==> src/rtl/reav_pkg.sv <==
// Shared widths, codes, reset values and helpers of the accelerated rotary value block.
`default_nettype none

package reav_pkg;

    // Default channel count
    localparam int CHANNELS_DEF = 2;

    // Field widths
    localparam int REQ_W      = 2;
    localparam int CNT_W      = 16;
    localparam int TIME_W     = 32;
    localparam int VAL_W      = 24;
    localparam int CPD_W      = 8;
    localparam int PER_W      = 10;
    localparam int TMO_W      = 16;
    localparam int CFG_IDX_W  = 3;
    localparam int CFG_DATA_W = 24;
    localparam int GAIN_W     = 7;
    localparam int STEP_W     = CNT_W + GAIN_W;
    localparam int PER30_W    = PER_W + 5;

    // Request codes
    localparam logic [REQ_W-1:0] REQ_POLL  = 2'd0;
    localparam logic [REQ_W-1:0] REQ_START = 2'd1;
    localparam logic [REQ_W-1:0] REQ_STOP  = 2'd2;

    // Register indexes
    localparam logic [CFG_IDX_W-1:0] REG_VALUE_MIN = 3'd0;
    localparam logic [CFG_IDX_W-1:0] REG_VALUE_MAX = 3'd1;
    localparam logic [CFG_IDX_W-1:0] REG_CPD       = 3'd2;
    localparam logic [CFG_IDX_W-1:0] REG_PERIOD    = 3'd3;
    localparam logic [CFG_IDX_W-1:0] REG_TIMEOUT   = 3'd4;

    // Register reset values
    localparam logic [VAL_W-1:0] VALUE_MIN_RST = 24'd0;
    localparam logic [VAL_W-1:0] VALUE_MAX_RST = 24'd100;
    localparam logic [CPD_W-1:0] CPD_RST       = 8'd4;
    localparam logic [PER_W-1:0] PERIOD_RST    = 10'd10;
    localparam logic [TMO_W-1:0] TIMEOUT_RST   = 16'd500;

    // Speed gain thresholds in detents
    localparam logic [CNT_W-1:0] SLOW_DETENTS = 16'd5;
    localparam logic [CNT_W-1:0] FAST_DETENTS = 16'd10;

    // Divider status
    typedef struct packed {
        logic busy;
        logic done;
    } div_stat_t;

    // Thirty poll periods, the active time after which the duration gain kicks in
    function automatic logic [PER30_W-1:0] period_x30(input logic [PER_W-1:0] p);
        logic [PER30_W-1:0] e;
        e = PER30_W'(p);
        return (e << 5) - (e << 1);
    endfunction

    // Combined speed and duration gain
    function automatic logic [GAIN_W-1:0] gain_of(input logic reversed,
                                                  input logic [CNT_W-1:0] det,
                                                  input logic dur10);
        logic [GAIN_W-1:0] g;
        if (reversed) begin
            g = 7'd1;
        end else if (det < SLOW_DETENTS) begin
            g = dur10 ? 7'd10 : 7'd1;
        end else if (det < FAST_DETENTS) begin
            g = dur10 ? 7'd20 : 7'd2;
        end else begin
            g = dur10 ? 7'd100 : 7'd10;
        end
        return g;
    endfunction

endpackage

`default_nettype wire

==> src/rtl/rotary_encoder_accelerated_value.sv <==
// Top level: per-channel encoder state, sequencer and saturating value update.
// Start, stop, still and ignored items are done in the cycle after acceptance, with no result.
// A moving poll goes through the evaluate state, the 16-step shared divider, the gain state
// and the update state, which waits while a held result still fills the result register.
// A new item is taken only when the last one is through, so a held result also holds the input.
// Reset clears channel state, restores registers.
`default_nettype none

module rotary_encoder_accelerated_value #(
    parameter int CHANNELS = reav_pkg::CHANNELS_DEF
) (
    input  wire logic                             aclk,
    input  wire logic                             aresetn,
    // Input items
    input  wire logic                             s_valid,
    output logic                                  s_ready,
    input  wire logic [reav_pkg::REQ_W-1:0]       s_req_type,
    input  wire logic                             s_channel,
    input  wire logic [reav_pkg::CNT_W-1:0]       s_counter,
    input  wire logic [reav_pkg::TIME_W-1:0]      s_now_ms,
    // Result items
    output logic                                  m_valid,
    input  wire logic                             m_ready,
    output logic                                  m_out_channel,
    output logic [reav_pkg::VAL_W-1:0]            m_value,
    // Configuration writes
    input  wire logic                             cfg_valid,
    output logic                                  cfg_ready,
    input  wire logic [reav_pkg::CFG_IDX_W-1:0]   cfg_index,
    input  wire logic [reav_pkg::CFG_DATA_W-1:0]  cfg_data
);

    localparam int CH_W    = (CHANNELS > 1) ? $clog2(CHANNELS) : 1;
    localparam int CNT_W   = reav_pkg::CNT_W;
    localparam int TIME_W  = reav_pkg::TIME_W;
    localparam int VAL_W   = reav_pkg::VAL_W;
    localparam int CPD_W   = reav_pkg::CPD_W;
    localparam int STEP_W  = reav_pkg::STEP_W;

    localparam logic [2:0] S_IDLE  = 3'd0;
    localparam logic [2:0] S_EVAL  = 3'd1;
    localparam logic [2:0] S_DIV   = 3'd2;
    localparam logic [2:0] S_GAIN  = 3'd3;
    localparam logic [2:0] S_APPLY = 3'd4;

    logic [2:0] state_reg;

    // Configuration registers
    logic [VAL_W-1:0]           value_min_reg;
    logic [VAL_W-1:0]           value_max_reg;
    logic [CPD_W-1:0]           cpd_reg;
    logic [reav_pkg::PER_W-1:0] period_reg;
    logic [reav_pkg::TMO_W-1:0] timeout_reg;

    // Per-channel state
    logic              enabled_reg   [CHANNELS];
    logic [CNT_W-1:0]  last_count_reg[CHANNELS];
    logic              turning_reg   [CHANNELS];
    logic              last_dir_reg  [CHANNELS];
    logic [CPD_W-1:0]  residue_reg   [CHANNELS];
    logic [TIME_W-1:0] active_reg    [CHANNELS];
    logic [TIME_W-1:0] deadline_reg  [CHANNELS];
    logic [VAL_W-1:0]  value_reg     [CHANNELS];

    // Item under work
    logic [reav_pkg::REQ_W-1:0] req_reg;
    logic [CH_W-1:0]            ch_reg;
    logic                       ch_bit_reg;
    logic                       ch_ok_reg;
    logic [CNT_W-1:0]           cnt_reg;
    logic [TIME_W-1:0]          now_reg;
    logic                       fwd_reg;
    logic                       reversed_reg;
    logic [TIME_W-1:0]          act_sum_reg;
    logic [STEP_W-1:0]          step_reg;

    // Result register
    logic             m_valid_reg;
    logic             m_channel_reg;
    logic [VAL_W-1:0] m_value_reg;

    // Shared divider
    reav_pkg::div_stat_t div_stat;
    logic                div_start;
    logic [CNT_W-1:0]    div_quo;
    logic [CPD_W-1:0]    div_rem;
    logic [CPD_W-1:0]    cpd_eff;

    // Evaluate-stage signals
    logic             s_fire;
    logic             ch_ok_in;
    logic             is_poll;
    logic [CNT_W-1:0] raw;
    logic             moving;
    logic             dir;
    logic [CNT_W-1:0] mag;
    logic [CNT_W-1:0] acc;

    // Gain-stage signals
    logic [TIME_W-1:0]            active_new;
    logic                         dur10;
    logic [reav_pkg::GAIN_W-1:0]  gain;
    logic [STEP_W-1:0]            step_prod;

    // Update-stage signals
    logic [VAL_W-1:0] cur_val;
    logic [VAL_W:0]   up_sum;
    logic [VAL_W-1:0] down_diff;
    logic             under;
    logic [VAL_W:0]   v_raw;
    logic [VAL_W-1:0] v_new;
    logic             out_free;

    assign s_ready   = (state_reg == S_IDLE);
    assign s_fire    = s_valid && s_ready;
    assign cfg_ready = 1'b1;
    assign ch_ok_in  = ({31'b0, s_channel} < 32'(CHANNELS));
    assign out_free  = !m_valid_reg || m_ready;
    assign cpd_eff   = (cpd_reg == '0) ? CPD_W'(1) : cpd_reg;

    // Decode the item against its channel state
    always_comb begin
        is_poll = (req_reg == reav_pkg::REQ_POLL) && ch_ok_reg && enabled_reg[ch_reg];
        raw     = cnt_reg - last_count_reg[ch_reg];
        moving  = is_poll && (raw != '0);
        dir     = raw[CNT_W-1];
        mag     = dir ? (~raw + CNT_W'(1)) : raw;
        acc     = mag + CNT_W'(residue_reg[ch_reg]);
    end

    assign div_start = (state_reg == S_EVAL) && moving;

    reav_div #(
        .DW(CNT_W),
        .VW(CPD_W)
    ) u_div (
        .aclk     (aclk),
        .aresetn  (aresetn),
        .start    (div_start),
        .dividend (acc),
        .divisor  (cpd_eff),
        .stat     (div_stat),
        .quotient (div_quo),
        .remainder(div_rem)
    );

    // Pick the gains from detents, direction and active time
    always_comb begin
        active_new = (reversed_reg || (div_quo < reav_pkg::SLOW_DETENTS)) ? '0 : act_sum_reg;
        dur10      = !reversed_reg &&
                     !(active_new < TIME_W'(reav_pkg::period_x30(period_reg)));
        gain       = reav_pkg::gain_of(reversed_reg, div_quo, dur10);
        step_prod  = STEP_W'(div_quo) * STEP_W'(gain);
    end

    // Move the value and clamp it
    always_comb begin
        cur_val   = value_reg[ch_reg];
        up_sum    = {1'b0, cur_val} + (VAL_W + 1)'(step_reg);
        down_diff = cur_val - VAL_W'(step_reg);
        under     = {1'b0, cur_val} < (VAL_W + 1)'(step_reg);
        if (fwd_reg) begin
            v_raw = up_sum;
        end else if (under) begin
            v_raw = {1'b0, value_min_reg};
        end else begin
            v_raw = {1'b0, down_diff};
        end
        if (v_raw > {1'b0, value_max_reg}) begin
            v_new = value_max_reg;
        end else if (v_raw < {1'b0, value_min_reg}) begin
            v_new = value_min_reg;
        end else begin
            v_new = v_raw[VAL_W-1:0];
        end
    end

    // Take configuration writes
    always_ff @(posedge aclk) begin
        if (!aresetn) begin
            value_min_reg <= reav_pkg::VALUE_MIN_RST;
            value_max_reg <= reav_pkg::VALUE_MAX_RST;
            cpd_reg       <= reav_pkg::CPD_RST;
            period_reg    <= reav_pkg::PERIOD_RST;
            timeout_reg   <= reav_pkg::TIMEOUT_RST;
        end else if (cfg_valid && cfg_ready) begin
            case (cfg_index)
                reav_pkg::REG_VALUE_MIN: value_min_reg <= cfg_data;
                reav_pkg::REG_VALUE_MAX: value_max_reg <= cfg_data;
                reav_pkg::REG_CPD:       cpd_reg       <= cfg_data[CPD_W-1:0];
                reav_pkg::REG_PERIOD:    period_reg    <= cfg_data[reav_pkg::PER_W-1:0];
                reav_pkg::REG_TIMEOUT:   timeout_reg   <= cfg_data[reav_pkg::TMO_W-1:0];
                default: ;
            endcase
        end
    end

    // Sequence the item and update channel state
    always_ff @(posedge aclk) begin
        if (!aresetn) begin
            state_reg   <= S_IDLE;
            m_valid_reg <= 1'b0;
            for (int c = 0; c < CHANNELS; c++) begin
                enabled_reg[c]    <= 1'b0;
                last_count_reg[c] <= '0;
                turning_reg[c]    <= 1'b0;
                last_dir_reg[c]   <= 1'b0;
                residue_reg[c]    <= '0;
                active_reg[c]     <= '0;
                deadline_reg[c]   <= '0;
                value_reg[c]      <= '0;
            end
        end else begin
            // Drop the taken result unless the update stage replaces it
            if (m_valid_reg && m_ready && (state_reg != S_APPLY)) begin
                m_valid_reg <= 1'b0;
            end
            case (state_reg)
                S_IDLE: begin
                    if (s_fire) begin
                        state_reg <= S_EVAL;
                    end
                end
                S_EVAL: begin
                    state_reg <= S_IDLE;
                    if (ch_ok_reg) begin
                        if (req_reg == reav_pkg::REQ_START) begin
                            enabled_reg[ch_reg]    <= 1'b1;
                            last_count_reg[ch_reg] <= cnt_reg;
                        end else if (req_reg == reav_pkg::REQ_STOP) begin
                            if (enabled_reg[ch_reg]) begin
                                enabled_reg[ch_reg]    <= 1'b0;
                                last_count_reg[ch_reg] <= cnt_reg;
                            end
                        end else if (moving) begin
                            last_count_reg[ch_reg] <= cnt_reg;
                            turning_reg[ch_reg]    <= 1'b1;
                            last_dir_reg[ch_reg]   <= dir;
                            deadline_reg[ch_reg]   <= now_reg + TIME_W'(timeout_reg);
                            state_reg              <= S_DIV;
                        end else if (is_poll && turning_reg[ch_reg] &&
                                     (deadline_reg[ch_reg] < now_reg)) begin
                            // Idle too long: drop the motion state
                            turning_reg[ch_reg]    <= 1'b0;
                            last_count_reg[ch_reg] <= cnt_reg;
                            last_dir_reg[ch_reg]   <= 1'b0;
                            residue_reg[ch_reg]    <= '0;
                            active_reg[ch_reg]     <= '0;
                            deadline_reg[ch_reg]   <= '0;
                        end
                    end
                end
                S_DIV: begin
                    if (div_stat.done) begin
                        state_reg <= S_GAIN;
                    end
                end
                S_GAIN: begin
                    residue_reg[ch_reg] <= div_rem;
                    active_reg[ch_reg]  <= active_new;
                    state_reg           <= S_APPLY;
                end
                S_APPLY: begin
                    // Wait until the result register is free
                    if (out_free) begin
                        value_reg[ch_reg] <= v_new;
                        m_valid_reg       <= 1'b1;
                        state_reg         <= S_IDLE;
                    end
                end
                default: state_reg <= S_IDLE;
            endcase
        end
    end

    // Hold the item and working values
    always_ff @(posedge aclk) begin
        if (s_fire) begin
            req_reg    <= s_req_type;
            ch_reg     <= CH_W'(s_channel);
            ch_bit_reg <= s_channel;
            ch_ok_reg  <= ch_ok_in;
            cnt_reg    <= s_counter;
            now_reg    <= s_now_ms;
        end
        if (state_reg == S_EVAL) begin
            fwd_reg      <= !dir;
            reversed_reg <= (dir != last_dir_reg[ch_reg]);
            act_sum_reg  <= active_reg[ch_reg] + TIME_W'(period_reg);
        end
        if (state_reg == S_GAIN) begin
            step_reg <= step_prod;
        end
        if ((state_reg == S_APPLY) && out_free) begin
            m_channel_reg <= ch_bit_reg;
            m_value_reg   <= v_new;
        end
    end

    assign m_valid       = m_valid_reg;
    assign m_out_channel = m_channel_reg;
    assign m_value       = m_value_reg;

    // The divider only runs while the sequencer waits on it
    a_div_in_div_state: assert property (@(posedge aclk) disable iff (!aresetn)
        div_stat.busy |-> (state_reg == S_DIV))
        else $error("divider busy outside the divide state");

    // Gains are picked only on a finished division
    a_gain_after_div: assert property (@(posedge aclk) disable iff (!aresetn)
        (state_reg == S_GAIN) |-> $past(div_stat.done))
        else $error("gain stage entered without a finished division");

    // A new result appears only from the update stage
    a_result_from_apply: assert property (@(posedge aclk) disable iff (!aresetn)
        (m_valid_reg && !$past(m_valid_reg && !m_ready)) |-> ($past(state_reg) == S_APPLY))
        else $error("result raised outside the update stage");

    // No new item is taken while one is still in work
    a_no_accept_busy: assert property (@(posedge aclk) disable iff (!aresetn)
        (state_reg != S_IDLE) |-> !s_ready)
        else $error("input ready while an item is in work");

endmodule

`default_nettype wire

==> src/rtl/reav_div.sv <==
// Iterative restoring divider that splits accumulated counts into detents and a residue.
`default_nettype none

module reav_div #(
    parameter int DW = reav_pkg::CNT_W,
    parameter int VW = reav_pkg::CPD_W
) (
    input  wire logic          aclk,
    input  wire logic          aresetn,
    input  wire logic          start,
    input  wire logic [DW-1:0] dividend,
    input  wire logic [VW-1:0] divisor,
    output reav_pkg::div_stat_t stat,
    output logic      [DW-1:0] quotient,
    output logic      [VW-1:0] remainder
);

    localparam int CW = (DW > 1) ? $clog2(DW) : 1;
    localparam logic [CW-1:0] LAST_BIT = CW'(DW - 1);

    logic          busy_reg;
    logic          done_reg;
    logic [CW-1:0] cnt_reg;
    logic [DW-1:0] quo_reg;
    logic [VW-1:0] rem_reg;
    logic [VW-1:0] dvs_reg;

    logic [VW:0]   trial;
    logic [VW:0]   diff;
    logic          fits;
    logic [VW-1:0] rem_next;

    // Shift in the next dividend bit and try one subtraction
    always_comb begin
        trial    = {rem_reg, quo_reg[DW-1]};
        diff     = trial - {1'b0, dvs_reg};
        fits     = trial >= {1'b0, dvs_reg};
        rem_next = fits ? diff[VW-1:0] : trial[VW-1:0];
    end

    // Sequence one quotient bit per cycle
    always_ff @(posedge aclk) begin
        if (!aresetn) begin
            busy_reg <= 1'b0;
            done_reg <= 1'b0;
            cnt_reg  <= '0;
        end else begin
            done_reg <= 1'b0;
            if (start) begin
                busy_reg <= 1'b1;
                cnt_reg  <= LAST_BIT;
            end else if (busy_reg) begin
                cnt_reg <= cnt_reg - CW'(1);
                if (cnt_reg == '0) begin
                    busy_reg <= 1'b0;
                    done_reg <= 1'b1;
                end
            end
        end
    end

    // Hold the working quotient and remainder
    always_ff @(posedge aclk) begin
        if (start) begin
            quo_reg <= dividend;
            rem_reg <= '0;
            dvs_reg <= divisor;
        end else if (busy_reg) begin
            quo_reg <= {quo_reg[DW-2:0], fits};
            rem_reg <= rem_next;
        end
    end

    assign stat.busy = busy_reg;
    assign stat.done = done_reg;
    assign quotient  = quo_reg;
    assign remainder = rem_reg;

endmodule

`default_nettype wire

==> config.mk <==
export PLATFORM = sky130hd
export DESIGN_NAME = rotary_encoder_accelerated_value
export DESIGN_NICKNAME = d
export VERILOG_FILES = /design/src/rtl/reav_pkg.sv /design/src/rtl/rotary_encoder_accelerated_value.sv /design/src/rtl/reav_div.sv
export SDC_FILE = /design/constraint.sdc
export NUM_CORES = 1
export LEC_CHECK = 0
export BUFFER_PORTS_ARGS = -buffer_cell sky130_fd_sc_hd__buf_2
export CORE_UTILIZATION = 55
export CTS_CLUSTER_DIAMETER = 80
export DETAILED_ROUTE_END_ITERATION = 8
export GPL_TIMING_DRIVEN = 0
export PLACE_DENSITY = 0.73
export SETUP_SLACK_MARGIN = 0.4
export SYNTH_ARGS = -nofsm -noshare
export SYNTH_HDL_FRONTEND = slang
export SYNTH_SLANG_ARGS = --single-unit
export TNS_END_PERCENT = 1
==> constraint.sdc <==
create_clock -name aclk -period 11.31 [get_ports aclk]
set_input_delay 1.6965 -clock aclk [delete_from_list [all_inputs] [get_ports aclk]]
set_output_delay 1.6965 -clock aclk [all_outputs]
set_load 0.01 [all_outputs]
## After elaboration in Yosys (flattened, before gate mapping)

Memories as Yosys holds them, arrays and structs flattened. A register that Yosys moved wholly into a read port is not among the register bits.
Cells that the tools add are included.

- $add $sub $neg: 10
- Multipliers: 1
- Order comparisons: 8
- Equality and inequality tests: 15
- Mux-type cells: 103
- Bitwise gates (word level): 12
- Reductions and logical operators: 38

Operators by type and width:

| kind | count |
|---|---|
| 2-to-1 mux 32 bit | 5 |
| 2-to-1 mux 16 bit | 7 |
| 2-to-1 mux 24 bit | 4 |
| 2-to-1 mux 1 bit | 68 |
| OR reduction 32 bit | 2 |
| adder 32 x 10 -> 32 bit | 1 |
| adder 32 x 16 -> 32 bit | 1 |
| < comparator 32 x 15 -> 1 bit | 1 |
| < comparator 32 bit | 1 |
| 2-to-1 mux 7 bit | 4 |
| adder 24 x 23 -> 25 bit | 1 |
| greater-than comparator 25 x 24 -> 1 bit | 1 |
| < comparator 25 x 24 -> 1 bit | 1 |
| 2-to-1 mux 25 bit | 1 |
| < comparator 24 x 23 -> 1 bit | 1 |
| 2-to-1 mux 8 bit | 3 |
| OR reduction 24 bit | 1 |
| subtractor 24 x 23 -> 24 bit | 1 |
| multiplier 16 x 7 -> 23 bit | 1 |
| adder 16 x 1 -> 16 bit (second input constant) | 1 |
| adder 16 x 8 -> 16 bit | 1 |
| < comparator 16 x 3 -> 1 bit (second input constant) | 1 |
| < comparator 16 x 4 -> 1 bit (second input constant) | 1 |
| inverter 16 bit | 1 |
| other kinds (36) | 77 |

- Bits in registers: 257
- Bits in writable memories: 230
- Input bits: 83
- Word-level logic and storage cells: 218
- Memories kept: 8

Memories:

| name | words | bits a word | read ports | clocked after memory_dff | wr ports | RTL line | text |
|---|---|---|---|---|---|---|---|
| active_reg | 2 | 32 | 1 | 1 | 2 | rotary_encoder_accelerated_value.sv:61 | `logic [TIME_W-1:0] active_reg [CHANNELS];` |
| deadline_reg | 2 | 32 | 1 | 1 | 2 | rotary_encoder_accelerated_value.sv:62 | `logic [TIME_W-1:0] deadline_reg [CHANNELS];` |
| value_reg | 2 | 24 | 1 | 1 | 2 | rotary_encoder_accelerated_value.sv:63 | `logic [VAL_W-1:0] value_reg [CHANNELS];` |
| last_count_reg | 2 | 16 | 1 | 1 | 2 | rotary_encoder_accelerated_value.sv:57 | `logic [CNT_W-1:0] last_count_reg[CHANNELS];` |
| residue_reg | 2 | 8 | 1 | 1 | 2 | rotary_encoder_accelerated_value.sv:60 | `logic [CPD_W-1:0] residue_reg [CHANNELS];` |
| enabled_reg | 2 | 1 | 1 | 1 | 2 | rotary_encoder_accelerated_value.sv:56 | `logic enabled_reg [CHANNELS];` |
| 2 more memories | - | - | - | - | - | - |  |

## Depth between registers and ports, before layout

- Word-level depth: 14
- Gate-level depth with buffers: 38
- Gate-level depth less buffers: 37

## Modules after synthesis

From an unflattened synthesis, not the netlist that was laid out.

- Cell total of the unflattened synthesis: 3209
- Area, all modules: 32049.5 µm²

Modules (own cells, without submodules):

| module | instances | cells each | area each (µm²) |
|---|---|---|---|
| rotary_encoder_accelerated_value | 1 | 3039 | 30086.4 |
| reav_div | 1 | 170 | 1963.1 |

## Worst setup path after synthesis

No wires, ideal clock.

- Path kind: reg2reg
- Start point: register period_reg[4] (netlist name)
- End point: register step_reg[22], data pin
- Data arrival time: 8267 ps
- Data required time: 11050 ps
- Setup slack: 2783 ps
- Stages on the path, launching flop included: 39
- Buffers on the path: 1
- Cells stage by stage: dfxtp_1 > inv_1 > ha_1 > a31o_2 > a21o_1 > a21o_1 > a21o_1 > a21o_1 > a21o_1 > nor3_1 > xnor2_1 > ha_1 > a21o_1 > a211oi_1 > nand2_1 > o21ai_1 > nor2_1 > ha_1 > [3 not listed] > fa_1 > fa_1 > inv_1 > fa_1 > inv_1 > fa_1 > inv_1 > ha_1 > inv_1 > o21bai_1 > a2111oi_0 > o311ai_0 > o311ai_0 > a21oi_1 > nor2_1 > o21ai_0 > a21oi_1 > xnor2_1

- Word-level cells in the longest chain between the ends: 9

Ends and longest elaborated chain:

| item | RTL line | text |
|---|---|---|
| start: declaration | rotary_encoder_accelerated_value.sv:52 | `logic [reav_pkg::PER_W-1:0] period_reg;` |
| start signal: assignment | rotary_encoder_accelerated_value.sv:184 | `period_reg <= reav_pkg::PERIOD_RST;` |
| start signal: assignment | rotary_encoder_accelerated_value.sv:191 | `reav_pkg::REG_PERIOD: period_reg <= cfg_data[reav_pkg::PER_W-1:0];` |
| subtractor 15 x 11 -> 15 bit * | reav_pkg.sv:56 | `return (e << 5) - (e << 1);` |
| < comparator 32 x 15 -> 1 bit * | rotary_encoder_accelerated_value.sv:151 | `!(active_new < TIME_W'(reav_pkg::period_x30(period_reg)));` |
| logical NOT 1 bit * | rotary_encoder_accelerated_value.sv:151 |  |
| logical AND 1 bit * | rotary_encoder_accelerated_value.sv:150 | `dur10 = !reversed_reg &&` |
| 2-to-1 mux 7 bit / 2-to-1 mux 5 bit (equally long branches) | reav_pkg.sv:71, reav_pkg.sv:69 |  |
| 2-to-1 mux 7 bit | reav_pkg.sv:68 | `end else if (det < FAST_DETENTS) begin` |
| 2-to-1 mux 7 bit * | reav_pkg.sv:66 | `end else if (det < SLOW_DETENTS) begin` |
| 2-to-1 mux 7 bit * | reav_pkg.sv:64 | `if (reversed) begin` |
| multiplier 16 x 7 -> 23 bit * | rotary_encoder_accelerated_value.sv:153 | `step_prod = STEP_W'(div_quo) * STEP_W'(gain);` |
| via step_prod[22] | rotary_encoder_accelerated_value.sv:103 | `logic [STEP_W-1:0] step_prod;` |
| end signal: assignment | rotary_encoder_accelerated_value.sv:292 | `step_reg <= step_prod;` |
| end: declaration | rotary_encoder_accelerated_value.sv:75 | `logic [STEP_W-1:0] step_reg;` |

Mark *: on every way through the listed nets, which the timed path passes. The rest lies on a longest branch.
A chain may end at the register's enable or synchronous reset.

## Worst setup path after layout

- Start point: register u_div.quo_reg[14], in the netlist u_div.quotient[14]
- End point: register step_reg[22], data pin

- Word-level cells in the longest chain between the ends: 11

Ends and longest elaborated chain:

| item | RTL line | text |
|---|---|---|
| start: declaration | reav_div.sv:24 | `logic [DW-1:0] quo_reg;` |
| start signal: assignment | reav_div.sv:65 | `quo_reg <= dividend;` |
| start signal: assignment | reav_div.sv:69 | `quo_reg <= {quo_reg[DW-2:0], fits};` |
| < comparator 16 x 3 -> 1 bit | reav_pkg.sv:66, rotary_encoder_accelerated_value.sv:149 |  |
| logical OR 1 bit | rotary_encoder_accelerated_value.sv:149 | `active_new = (reversed_reg \|\| (div_quo < reav_pkg::SLOW_DETENTS)) ? '0 : act_sum_reg;` |
| 2-to-1 mux 32 bit | rotary_encoder_accelerated_value.sv:149 |  |
| < comparator 32 x 15 -> 1 bit | rotary_encoder_accelerated_value.sv:151 |  |
| logical NOT 1 bit | rotary_encoder_accelerated_value.sv:151 |  |
| logical AND 1 bit | rotary_encoder_accelerated_value.sv:150 |  |
| 2-to-1 mux 7 bit / 2-to-1 mux 5 bit (equally long branches) | reav_pkg.sv:71, reav_pkg.sv:69 |  |
| 2-to-1 mux 7 bit | reav_pkg.sv:68 |  |
| 2-to-1 mux 7 bit | reav_pkg.sv:66 |  |
| 2-to-1 mux 7 bit | reav_pkg.sv:64 |  |
| multiplier 16 x 7 -> 23 bit * | rotary_encoder_accelerated_value.sv:153 |  |
| via step_prod[22] | rotary_encoder_accelerated_value.sv:103 |  |

Marks and branches as above.

==> flow_summary.yaml <==
clocking:
  cts_buffers: 52
  post_cts_resized: 0
  cts_max_level: 2
  postCtsHoldBufs: 0
  clock_latency_ps: 620
  clockBufferDepth: 3
  clkTransAtPathRegs_ps: 60
  cts_tree: "yes"
  cts_setup_buffers: 0
  clock_sinks: 488
  root_buffer: "clkbuf_16"
synth:
  ys_seq_area_share_pct: 42.8
  yosys-top-cells-area: "edfxtp_1 36%, ha_1 9.8%, dfxtp_1 6.8%"
  syn_inst: 3186
  avgSynthCellArea_um2: 9.96
  synth_async_sr_flop_share_pct: 0
  synth_edf_count: 381
  yosysTopAreaCell: "edfxtp_1"
  ys.flop_type: "edfxtp_1"
  syn-cell-area_um2: 31700
  ys_ff_latch: 488
  ys_types: 98
  synth_top_cell_area_share_pct: 36.1
  yosys_warnings: 0
drt:
  drc_errors: 0
  wl_per_cell_um: 21.2
  vias_per_cell: 5.77
  wirelength_um: 88300
  first_pass_iters: 7
  drtIter0Drc: 1857
  vias: 24000
  postRouteAntennaNets: 0
placed_design:
  portBuffers: 108
  place_congestion: 0.953
  hpwl_um: 69100
  dp_cells: 4068
status:
  status: "completed"
critical_path:
  slowest_stage: "fa_1"
  cp.required_ps: 11670
  setup.worst_path.class: "reg2reg"
  startpoint_type: "register"
  cpMostUsedCell: "inv_1"
  crit_fanout: 10
  r2r_start: "u_div.quotient[14]"
  slowest_delay_ps: 530
  r2r_end: "step_reg[22]"
  end_kind: "register"
  rrSetupSlack_ps: 990
  reg2regPathDepth: 37
  worstPathArrival_ps: 10680
min_path:
  min_from: "value_min_reg[15]"
  hold_path.class: "reg2reg"
  min_to: "value_min_reg[15]"
  holdPathStages: 2
floorplanning:
  initial_core_util_pct: 55.9
  rows: 87
  die_y_um: 242
  die_w_um: 242
  die_area_um2: 58600
  core_area_um2: 56700
  io_pins: 111
final_layout:
  areaGrowthSynthToFinish_pct: 11.1
  nFillCells: 4635
  drive_gt1_share_pct: 10.6
  layout_common_cells: "381 x edfxtp_1, 350 x nand2_1, 296 x inv_1"
  layout.nets: 3772
  finish.utilization_pct: 62.1
  final_cells: 4170
  final_common_cell: "edfxtp_1"
timing:
  rsz0062_at_grt: "true"
  drv_slew: 0
  fin_crit_ps: 10320
  period_share_pct: 91.2
  finalSetupViolCount: 0
  hold_viol: 0
  worst_clock_skew_ps: 19.2
  max-slew-margin-rel_pct: 15.4
  setup-tns-final_ps: 0
  timing.fmax_mhz: 96.9
  tightest_slew_ps: 1270
global_route:
  track_usage_pct: 30.0
  grt_pass1_wl_um: 136000
  antenna_found_initial: 6
  grt_overflow: 0
  grt_max_degree: 36
  grt_pass1_vias: 24300
power_and_ir_drop:
  peakVddDrop_uv: 128
  p_leak_uw: 0.0148
  power-per-cell-area_nw_per_um2: 159
job:
  max_cap_viol_count: 0
[report_power, final]
| part | leakage (uW) | switching [uW] | internal, uW |
|---|---|---|---|
| Sequential | 0.00464 | 41.0 | 2040 |
| Clock | 0.000878 | 726 | 1060 |
| Combinational | 0.00928 | 1070 | 675 |
| Total | 0.0148 | 1840 | 3770 |
[cells in the mapped netlist, types with 22 or more instances]
cell type and n:
mux2_2 77, xnor2_1 101, inv_1 296, nor2b_1 30, a21oi_1 233, nand2b_1 22, o21ai_0 105, nor2_1 244
xor2_1 61, nand4_1 27, ha_1 248, dfxtp_1 107, nor3_1 52, nand2_1 354, clkbuf_1 91, edfxtp_1 381
and3_1 48, nand3_1 44, and2_1 112, a21o_1 68, mux2i_1 65, fa_1 75
[cells by family after synthesis]
family | count (synthesis) | synth area share [%]
and+or+nand+nor | 1016 | 15.2
AOI/OAI and AO/OA | 628 | 12.7
DFF | 488 | 42.8
buffers and inverters | 419 | 5.21
adders and majority gates | 323 | 14.5
xor gates and xnor gates | 168 | 4.78
muxes | 142 | 4.78
other | 2 | 0.0237
[through the flow]
stage / setup slack, ps / total power, uW / hold WS (ps) / cell area [um2]
global route: 369 / 5890 / 477 / 35200
floorplan: 2780 / 3360 / 434 / 31800
finish: 991 / 5610 / 460 / 35200
CTS: 572 / 5620 / 458 / 35200
global placement: 631 / 3800 / 444 / 33200
detailed placement: 643 / 3850 / 450 / 33400
[layout make-up]
class | count | area [um2] | share of cell area (%)
Inverter | 297 | 1110 | 3.16
Clock buffer | 76 | 1530 | 4.34
Clock inverter | 22 | 269 | 0.763
Multi-Input combinational cell | 2290 | 16600 | 47.1
Sequential cell | 488 | 13600 | 38.5
Tap cell | 756 | 946 | 2.68
Buffer | 122 | 544 | 1.54
Timing Repair Buffer | 115 | 658 | 1.87
Antenna cell | 4 | 10.0 | 0.0284
[metal layers]
metal,up-vias,global-route usage (%),routed length [um]
li1,11500,-,-
met1,11600,37.4,36500
met2,752,51.6,42600
met3,187,4.42,5210
met4,0,13.3,3940
met5,-,0,0
[worst max-delay path: cells and delay by family (launching register included)]
| kind | cells | cell delay [ps] |
|---|---|---|
| AND/OR/NAND/NOR | 10 | 2500 |
| flip-flops | 1 | 510 |
| XOR/XNOR | 1 | 80 |
| buffers and inverters | 8 | 1200 |
| AO/OA/AOI/OAI | 11 | 2830 |
| adder cells (fa/ha/maj) | 7 | 2930 |
[worst max-delay path by stage]
stage	start	endpoint	slack, ps	cells after the start
5_1_grt	u_div.quotient[14]	step_reg[22]	370	37
3_5_place_dp	register	value_reg[1][6]	640	28
3_3_place_gp	register	value_reg[0][7]	630	28
6_report	u_div.quotient[14]	step_reg[22]	990	37
2_1_floorplan	period_reg[4]	step_reg[22]	2780	38
4_1_cts	register	value_reg[1][6]	570	28
No activity file was read; power rests on OpenSTA's default activity.
